[config.mk]
export PLATFORM = sky130hd
export DESIGN_NAME = xorshift64star_range_generator
export DESIGN_NICKNAME = d
export VERILOG_FILES = /design/src/hdl/xrg_pkg.sv /design/src/hdl/xrg_mul32.sv /design/src/hdl/xrg_rem_div.sv /design/src/hdl/xorshift64star_range_generator.sv
export SDC_FILE = /design/constraint.sdc
export NUM_CORES = 2
export LEC_CHECK = 0
export ABC_AREA = 1
export BUFFER_PORTS_ARGS = -buffer_cell sky130_fd_sc_hd__buf_2
export CAP_MARGIN = 20
export CORE_AREA = 2 2 357 359
export DETAILED_ROUTE_END_ITERATION = 16
export DIE_AREA = 0 0 359 361
export PLACE_DENSITY_LB_ADDON = 0.1
export SLEW_MARGIN = 20
export SYNTH_ARGS = -nofsm -noshare
export SYNTH_HDL_FRONTEND = slang
export SYNTH_SLANG_ARGS = --single-unit
[constraint.sdc]
create_clock -name clk_i -period 16.4 [get_ports clk_i]
set_input_delay 1.64 -clock clk_i [delete_from_list [all_inputs] [get_ports clk_i]]
set_output_delay 1.64 -clock clk_i [all_outputs]
set_load 0.02 [all_outputs]
[src/hdl/xrg_pkg.sv]
// Shared types and constants of the xorshift64* range generator.
`default_nettype none
package xrg_pkg;

  localparam int unsigned HalfW  = 32;
  localparam int unsigned StateW = 64;

  localparam logic [StateW-1:0] GoldenMult = 64'h9E3779B97F4A7C15;
  localparam logic [StateW-1:0] OutputMult = 64'h2545F4914F6CDD1D;

  localparam int unsigned ShiftA = 12;
  localparam int unsigned ShiftB = 25;
  localparam int unsigned ShiftC = 27;

  localparam logic [1:0] OpRange  = 2'd0;
  localparam logic [1:0] OpRaw    = 2'd1;
  localparam logic [1:0] OpReseed = 2'd2;

  // Status of the remainder unit as seen by the sequencer.
  typedef struct packed {
    logic            done;
    logic [HalfW-1:0] rem;
  } div_status_t;

endpackage
`default_nettype wire

[src/hdl/xrg_mul32.sv]
// Shared 32 by 32 bit multiplier with a registered product.
`default_nettype none
module xrg_mul32 (
  input  wire logic                             clk_i,
  input  wire logic [xrg_pkg::HalfW-1:0]        a_i,
  input  wire logic [xrg_pkg::HalfW-1:0]        b_i,
  output logic      [2*xrg_pkg::HalfW-1:0]      prod_o
);

  logic [2*xrg_pkg::HalfW-1:0] prod_q;

  always_ff @(posedge clk_i) begin
    prod_q <= {{xrg_pkg::HalfW{1'b0}}, a_i} * {{xrg_pkg::HalfW{1'b0}}, b_i};
  end

  assign prod_o = prod_q;

endmodule
`default_nettype wire

[src/hdl/xrg_rem_div.sv]
// Restoring divider that returns the remainder, one quotient bit per cycle.
`default_nettype none
module xrg_rem_div (
  input  wire logic                      clk_i,
  input  wire logic                      rst_ni,
  input  wire logic                      start_i,
  input  wire logic [xrg_pkg::HalfW-1:0] dividend_i,
  input  wire logic [xrg_pkg::HalfW-1:0] divisor_i,
  output xrg_pkg::div_status_t           status_o
);

  localparam int unsigned CntW = $clog2(xrg_pkg::HalfW);

  logic                      busy_q, done_q;
  logic [CntW-1:0]           cnt_q;
  logic [xrg_pkg::HalfW-1:0] rem_q, quo_q, dsr_q;
  logic [xrg_pkg::HalfW:0]   trial;
  logic [xrg_pkg::HalfW:0]   diff;

  assign trial = {rem_q, quo_q[xrg_pkg::HalfW-1]};
  assign diff  = trial - {1'b0, dsr_q};

  always_ff @(posedge clk_i or negedge rst_ni) begin
    if (!rst_ni) begin
      busy_q <= 1'b0;
      done_q <= 1'b0;
      cnt_q  <= '0;
    end else begin
      done_q <= !start_i && busy_q && (cnt_q == CntW'(xrg_pkg::HalfW - 1));
      if (start_i) begin
        busy_q <= 1'b1;
        cnt_q  <= '0;
      end else if (busy_q) begin
        cnt_q <= cnt_q + CntW'(1);
        if (cnt_q == CntW'(xrg_pkg::HalfW - 1)) begin
          busy_q <= 1'b0;
        end
      end
    end
  end

  always_ff @(posedge clk_i) begin
    if (start_i) begin
      rem_q <= '0;
      quo_q <= dividend_i;
      dsr_q <= divisor_i;
    end else if (busy_q) begin
      // Keep the trial remainder when it is below the divisor.
      rem_q <= diff[xrg_pkg::HalfW] ? trial[xrg_pkg::HalfW-1:0]
                                    : diff[xrg_pkg::HalfW-1:0];
      quo_q <= {quo_q[xrg_pkg::HalfW-2:0], 1'b0};
    end
  end

  assign status_o.done = done_q;
  assign status_o.rem  = rem_q;

endmodule
`default_nettype wire

[src/hdl/xorshift64star_range_generator.sv]
// Top level of the xorshift64* range generator: sequencer, state and output register.
`default_nettype none
// One input word is taken at a time. A draw takes its xorshift step on
// acceptance, then three passes through one shared 32x32 multiplier build the
// upper half of the 64-bit scrambled product; a range draw with a nonzero
// span then runs the restoring remainder unit. An empty range or an unused
// code skips both the multiplier and the remainder unit. The result sits in
// an output register, and the next input word is accepted while it waits.
// A reseed with seed zero loads the state with the zero_seed_mix register.
module xorshift64star_range_generator (
  input  wire logic                      clk_i,
  input  wire logic                      rst_ni,
  input  wire logic                      zero_seed_mix_we_i,
  input  wire logic [63:0]               zero_seed_mix_i,
  input  wire logic                      in_valid_i,
  output logic                           in_ready_o,
  input  wire logic [1:0]                operation_i,
  input  wire logic signed [31:0]        range_low_i,
  input  wire logic signed [31:0]        range_high_i,
  input  wire logic signed [31:0]        seed_value_i,
  output logic                           out_valid_o,
  input  wire logic                      out_ready_i,
  output logic signed [31:0]             random_value_o,
  output logic                           state_advanced_o
);

  localparam int unsigned HW = xrg_pkg::HalfW;
  localparam int unsigned SW = xrg_pkg::StateW;

  typedef enum logic [2:0] {
    ST_IDLE, ST_M0, ST_M1, ST_M2, ST_M3, ST_DIV, ST_FIN
  } seq_e;

  seq_e             st_q;
  logic [SW-1:0]    state_q, mix_q, opnd_q, mult_q;
  logic [1:0]       op_q;
  logic             seed_zero_q;
  logic [HW-1:0]    lo_q, span_q, acc_lo_q, acc_hi_q, res_q;
  logic             adv_q;
  logic             out_valid_q;
  logic [HW-1:0]    out_val_q;
  logic             out_adv_q;

  logic [SW-1:0]    xs1, xs2, xs3;
  logic [HW-1:0]    mul_a, mul_b, acc_hi_new, span_in;
  logic [2*HW-1:0]  prod;
  logic             div_start;
  xrg_pkg::div_status_t div_st;
  logic             accept;

  assign accept     = in_valid_i && in_ready_o;
  assign in_ready_o = (st_q == ST_IDLE);

  // One xorshift step of the current state.
  assign xs1 = state_q ^ (state_q >> xrg_pkg::ShiftA);
  assign xs2 = xs1 ^ (xs1 << xrg_pkg::ShiftB);
  assign xs3 = xs2 ^ (xs2 >> xrg_pkg::ShiftC);

  assign span_in    = range_high_i - range_low_i + HW'(1);
  assign acc_hi_new = acc_hi_q + prod[HW-1:0];

  always_comb begin
    mul_a = opnd_q[HW-1:0];
    mul_b = mult_q[HW-1:0];
    case (st_q)
      ST_M1:   mul_b = mult_q[SW-1:HW];
      ST_M2:   mul_a = opnd_q[SW-1:HW];
      default: begin
      end
    endcase
  end

  assign div_start = (st_q == ST_M3) && (op_q == xrg_pkg::OpRange) && (span_q != '0);

  xrg_mul32 u_mul (
    .clk_i  (clk_i),
    .a_i    (mul_a),
    .b_i    (mul_b),
    .prod_o (prod)
  );

  xrg_rem_div u_div (
    .clk_i      (clk_i),
    .rst_ni     (rst_ni),
    .start_i    (div_start),
    .dividend_i (acc_hi_new),
    .divisor_i  (span_q),
    .status_o   (div_st)
  );

  always_ff @(posedge clk_i or negedge rst_ni) begin
    if (!rst_ni) begin
      st_q        <= ST_IDLE;
      state_q     <= xrg_pkg::GoldenMult;
      mix_q       <= '0;
      out_valid_q <= 1'b0;
    end else begin
      if (zero_seed_mix_we_i) begin
        mix_q <= zero_seed_mix_i;
      end
      if (out_valid_q && out_ready_i && (st_q != ST_FIN)) begin
        out_valid_q <= 1'b0;
      end
      case (st_q)
        ST_IDLE: begin
          if (accept) begin
            op_q        <= operation_i;
            lo_q        <= range_low_i;
            span_q      <= span_in;
            seed_zero_q <= (seed_value_i == '0);
            adv_q       <= 1'b0;
            case (operation_i)
              xrg_pkg::OpRange: begin
                if (range_high_i <= range_low_i) begin
                  res_q <= range_low_i;
                  st_q  <= ST_FIN;
                end else begin
                  state_q <= xs3;
                  opnd_q  <= xs3;
                  mult_q  <= xrg_pkg::OutputMult;
                  st_q    <= ST_M0;
                end
              end
              xrg_pkg::OpRaw: begin
                state_q <= xs3;
                opnd_q  <= xs3;
                mult_q  <= xrg_pkg::OutputMult;
                st_q    <= ST_M0;
              end
              xrg_pkg::OpReseed: begin
                res_q  <= '0;
                opnd_q <= {{HW{seed_value_i[HW-1]}}, seed_value_i};
                mult_q <= xrg_pkg::GoldenMult;
                st_q   <= ST_M0;
              end
              default: begin
                res_q <= '0;
                st_q  <= ST_FIN;
              end
            endcase
          end
        end
        ST_M0: st_q <= ST_M1;
        ST_M1: begin
          acc_lo_q <= prod[HW-1:0];
          acc_hi_q <= prod[2*HW-1:HW];
          st_q     <= ST_M2;
        end
        ST_M2: begin
          acc_hi_q <= acc_hi_new;
          st_q     <= ST_M3;
        end
        ST_M3: begin
          case (op_q)
            xrg_pkg::OpReseed: begin
              state_q <= seed_zero_q ? mix_q : {acc_hi_new, acc_lo_q};
              st_q    <= ST_FIN;
            end
            xrg_pkg::OpRaw: begin
              res_q <= acc_hi_new;
              adv_q <= 1'b1;
              st_q  <= ST_FIN;
            end
            default: begin
              adv_q <= 1'b1;
              // A span that wrapped to zero covers every 32-bit value.
              if (span_q == '0) begin
                res_q <= lo_q + acc_hi_new;
                st_q  <= ST_FIN;
              end else begin
                st_q <= ST_DIV;
              end
            end
          endcase
        end
        ST_DIV: begin
          if (div_st.done) begin
            res_q <= lo_q + div_st.rem;
            st_q  <= ST_FIN;
          end
        end
        ST_FIN: begin
          if (!out_valid_q || out_ready_i) begin
            out_valid_q <= 1'b1;
            out_val_q   <= res_q;
            out_adv_q   <= adv_q;
            st_q        <= ST_IDLE;
          end
        end
        default: st_q <= ST_IDLE;
      endcase
    end
  end

  assign out_valid_o      = out_valid_q;
  assign random_value_o   = out_val_q;
  assign state_advanced_o = out_adv_q;

endmodule
`default_nettype wire

==> results.sh <==
export IMPL_status="finished clean"
export IMPL_rows=130
export IMPL_critPathRequiredTime_ns=16.90
export IMPL_yosys_area_top_type="fa_1"
export IMPL_cts_setup_buffers=0
export IMPL_drt_total_wl_um=238000
export IMPL_die_w_um=359
export IMPL_rsz0062_at_grt="false"
export IMPL_skew_ns=0.0440
export IMPL_hold_class="flip-flop to flip-flop"
export IMPL_synth_seq_area_share_pct=24.4
export IMPL_path_class="flip-flop to flip-flop"
export IMPL_antenna_found_initial=9
export IMPL_crit_arrival_ns=12.12
export IMPL_synth_async_reset_ratio_pct=24.7
export IMPL_fmax_mhz=86.1
export IMPL_htreeDepth=2
export IMPL_period_needed_ns=11.61
export IMPL_placed_cells=9023
export IMPL_slowest_stage="nand2_2"
export IMPL_pin_count=202
export IMPL_post_drt_wl_per_cell_um=26.0
export IMPL_cts_hold_buf=0
export IMPL_synth_edf_count=327
export IMPL_synthCells=7256
export IMPL_clock_sinks=562
export IMPL_dieArea_mm2=0.130
export IMPL_finalHoldViolCount=0
export IMPL_dp_hpwl_um=204000
export IMPL_drt_vias_per_instance=5.58
export IMPL_path_common_cell="fa_1"
export IMPL_tightest_slew_ns=1.07
export IMPL_final_layout_size_suffix_gt1_share_pct=7.28
export IMPL_syn_cell_area_mm2=0.0625
export IMPL_synthFlopType="edfxtp_1"
export IMPL_antenna_left=0
export IMPL_port_buffers=201
export IMPL_grt_overflow_total=0
export IMPL_synth_area_leaders="fa_1 25%, edfxtp_1 16%, ha_1 12%, inv_1 9.4%, nand2_1 7.4%"
export IMPL_core_area_mm2=0.125
export IMPL_end_kind="flip-flop"
export IMPL_drv_slew=0
export IMPL_insertion_delay_ns=0.68
export IMPL_route_vias_total=50992
export IMPL_synth_nets=8782
export IMPL_synth_seq_cells=562
export IMPL_relSlewSlack_pct=28.5
export IMPL_cts_tree="done"
export IMPL_clk_path_buf_depth=3
export IMPL_root_buffer="clkbuf_16"
export IMPL_gp_congestion=0.997
export IMPL_synthDominantCellAreaShare_pct=25.0
export IMPL_drc=0
export IMPL_floorplan_initialDensity_pct=49.8
export IMPL_avgSynthCellArea_um2=8.61
export IMPL_finalCritPeriodShare_pct=70.8
export IMPL_grt_pass1_vias=51143
export IMPL_fp_dieH_um=361
export IMPL_cap_viol_max_count=0
export IMPL_critPathMaxFanout=34
export IMPL_drt_initial_drc_count=5206
export IMPL_numCtsBuffers=59
export IMPL_slowest_delay_ns=0.82
export IMPL_grt_usage_pct=36.7
export IMPL_setup_tns_ns=0
export IMPL_start_kind="flip-flop"
export IMPL_final_cells=9143
export IMPL_grt_max_degree=125
export IMPL_finalNetCount=8961
export IMPL_first_pass_iters=6
export IMPL_post_cts_resized=0
export IMPL_ys_warn_count=0
export IMPL_ys_types=66
export IMPL_cts_clk_slew_worst_paths_ns=0.07
export IMPL_finalSetupViolCount=0
export IMPL_grt_pass1_wl_um=346000
export IMPL_area_delta_synth_final_pct=8.04
worst max-delay path, delay by kind of cell, from the launching register on:
family | cells | cell delay (ns)
flops | 1 | 0.46
fa+ha+maj | 9 | 4.44
buf+inv | 12 | 2.46
xor+xnor | 1 | 0.44
simple gates | 11 | 3.53
per-stage QoR:
stage | util [%] | worst slack (ns) | hold WS [ns] | area (µm²)
final | 53.9 | 4.79 | 0.396 | 67500
after global routing | 53.8 | 4.69 | 0.413 | 67500
after CTS | 53.8 | 5.36 | 0.391 | 67500
after detailed placement | 52.2 | 5.37 | 0.405 | 65500
after global placement | 52.2 | 5.38 | 0.401 | 65400
after floorplan | - | 8.42 | 0.400 | 62500
sequential cells by signal, summed over array words and instances (netlist names), 2 cells and up:
name	cells
mix_q	64
opnd_q	64
state_q	64
u_mul.prod_o	64
acc_hi_q	32
acc_lo_q	32
lo_q	32
random_value_o	32
res_q	32
span_q	32
u_div.dsr_q	32
u_div.quo_q	32
u_div.rem_q	32
u_div.cnt_q	5
st_q	3
mult_q	2
op_q	2
kinds of logic after synthesis:
group / synth area share (%)
and+or+nand+nor: 14.6
buffers and inverters: 10.8
adders and majority gates: 36.6
AOI/OAI and AO/OA: 9.70
DFF: 24.4
xor gates and xnor gates: 3.56
muxes: 0.296
cell usage after synthesis (all sizes together), types with 25 or more instances:
cell type and count:
inv 1602, xnor2 126, nand2 1235, buf 67, clkbuf 82, edfxtp 327
fa 782, o21bai 41, ha 577, nor4 25, nor2 629, dfrtp 101
a21o 38, o211ai 51, dfxtp 96, a21oi 320, dfstp 38, xor2 127
nand3 216, nor3 48, or2 37, a31oi 38, o21ai 508, nand4 27
metal layers:
layer | share of wire [%] | up-vias | global-route usage, %
met1 | 43 | 25172 | 52.6
met3 | 9.2 | 368 | 6.98
met2 | 43 | 2321 | 55.7
met4 | 3.9 | 2 | 12.4
li1 | - | 23129 | -
met5 | 0.0055 | - | 0
cells in the final DEF, fill, tap and decap left out, types with 30 or more instances in the layout:
master,count
fa_1,782
ha_1,576
dfxtp_1,96
xor2_1,126
nand2_1,1228
o21bai_1,41
o211ai_1,51
dfstp_2,38
o21ai_0,446
nor2_1,616
edfxtp_1,327
inv_1,1570
or2_2,35
dfrtp_1,101
a21o_1,38
inv_2,32
clkbuf_16,62
a21oi_1,318
buf_4,65
nor3_1,46
buf_2,199
xnor2_1,126
o21ai_1,30
a31oi_1,38
nand3_1,213
final timing paths:
kind | start | endpoint | slack [ns] | cells after the start
max in group asynchronous | rst_ni | state_q[18] | 14.44 | 2
worst max register to register | st_q[2] | u_mul.prod_o[48] | 4.79 | 33
worst min register to register | adv_q | state_advanced_o | 0.40 | 0
worst min-delay path | adv_q | state_advanced_o | 0.40 | 0
worst max-delay path | st_q[2] | u_mul.prod_o[48] | 4.79 | 33
min in group asynchronous | rst_ni | state_q[47] | 0.83 | 1
final cells by class:
cell class	count	area (µm²)
antenna	7	17.5
clock buffer	82	1730
clock inverter	30	328
fill	11977	57900
inverter	1606	6030
multi-input combinational	4939	40600
sequential	562	15300
tap	1650	2060
timing repair buffer	267	1530
Power is left out: the tool's default activity adds up to more than one toggle a clock period on the data nets, which glitch-free logic cannot reach.
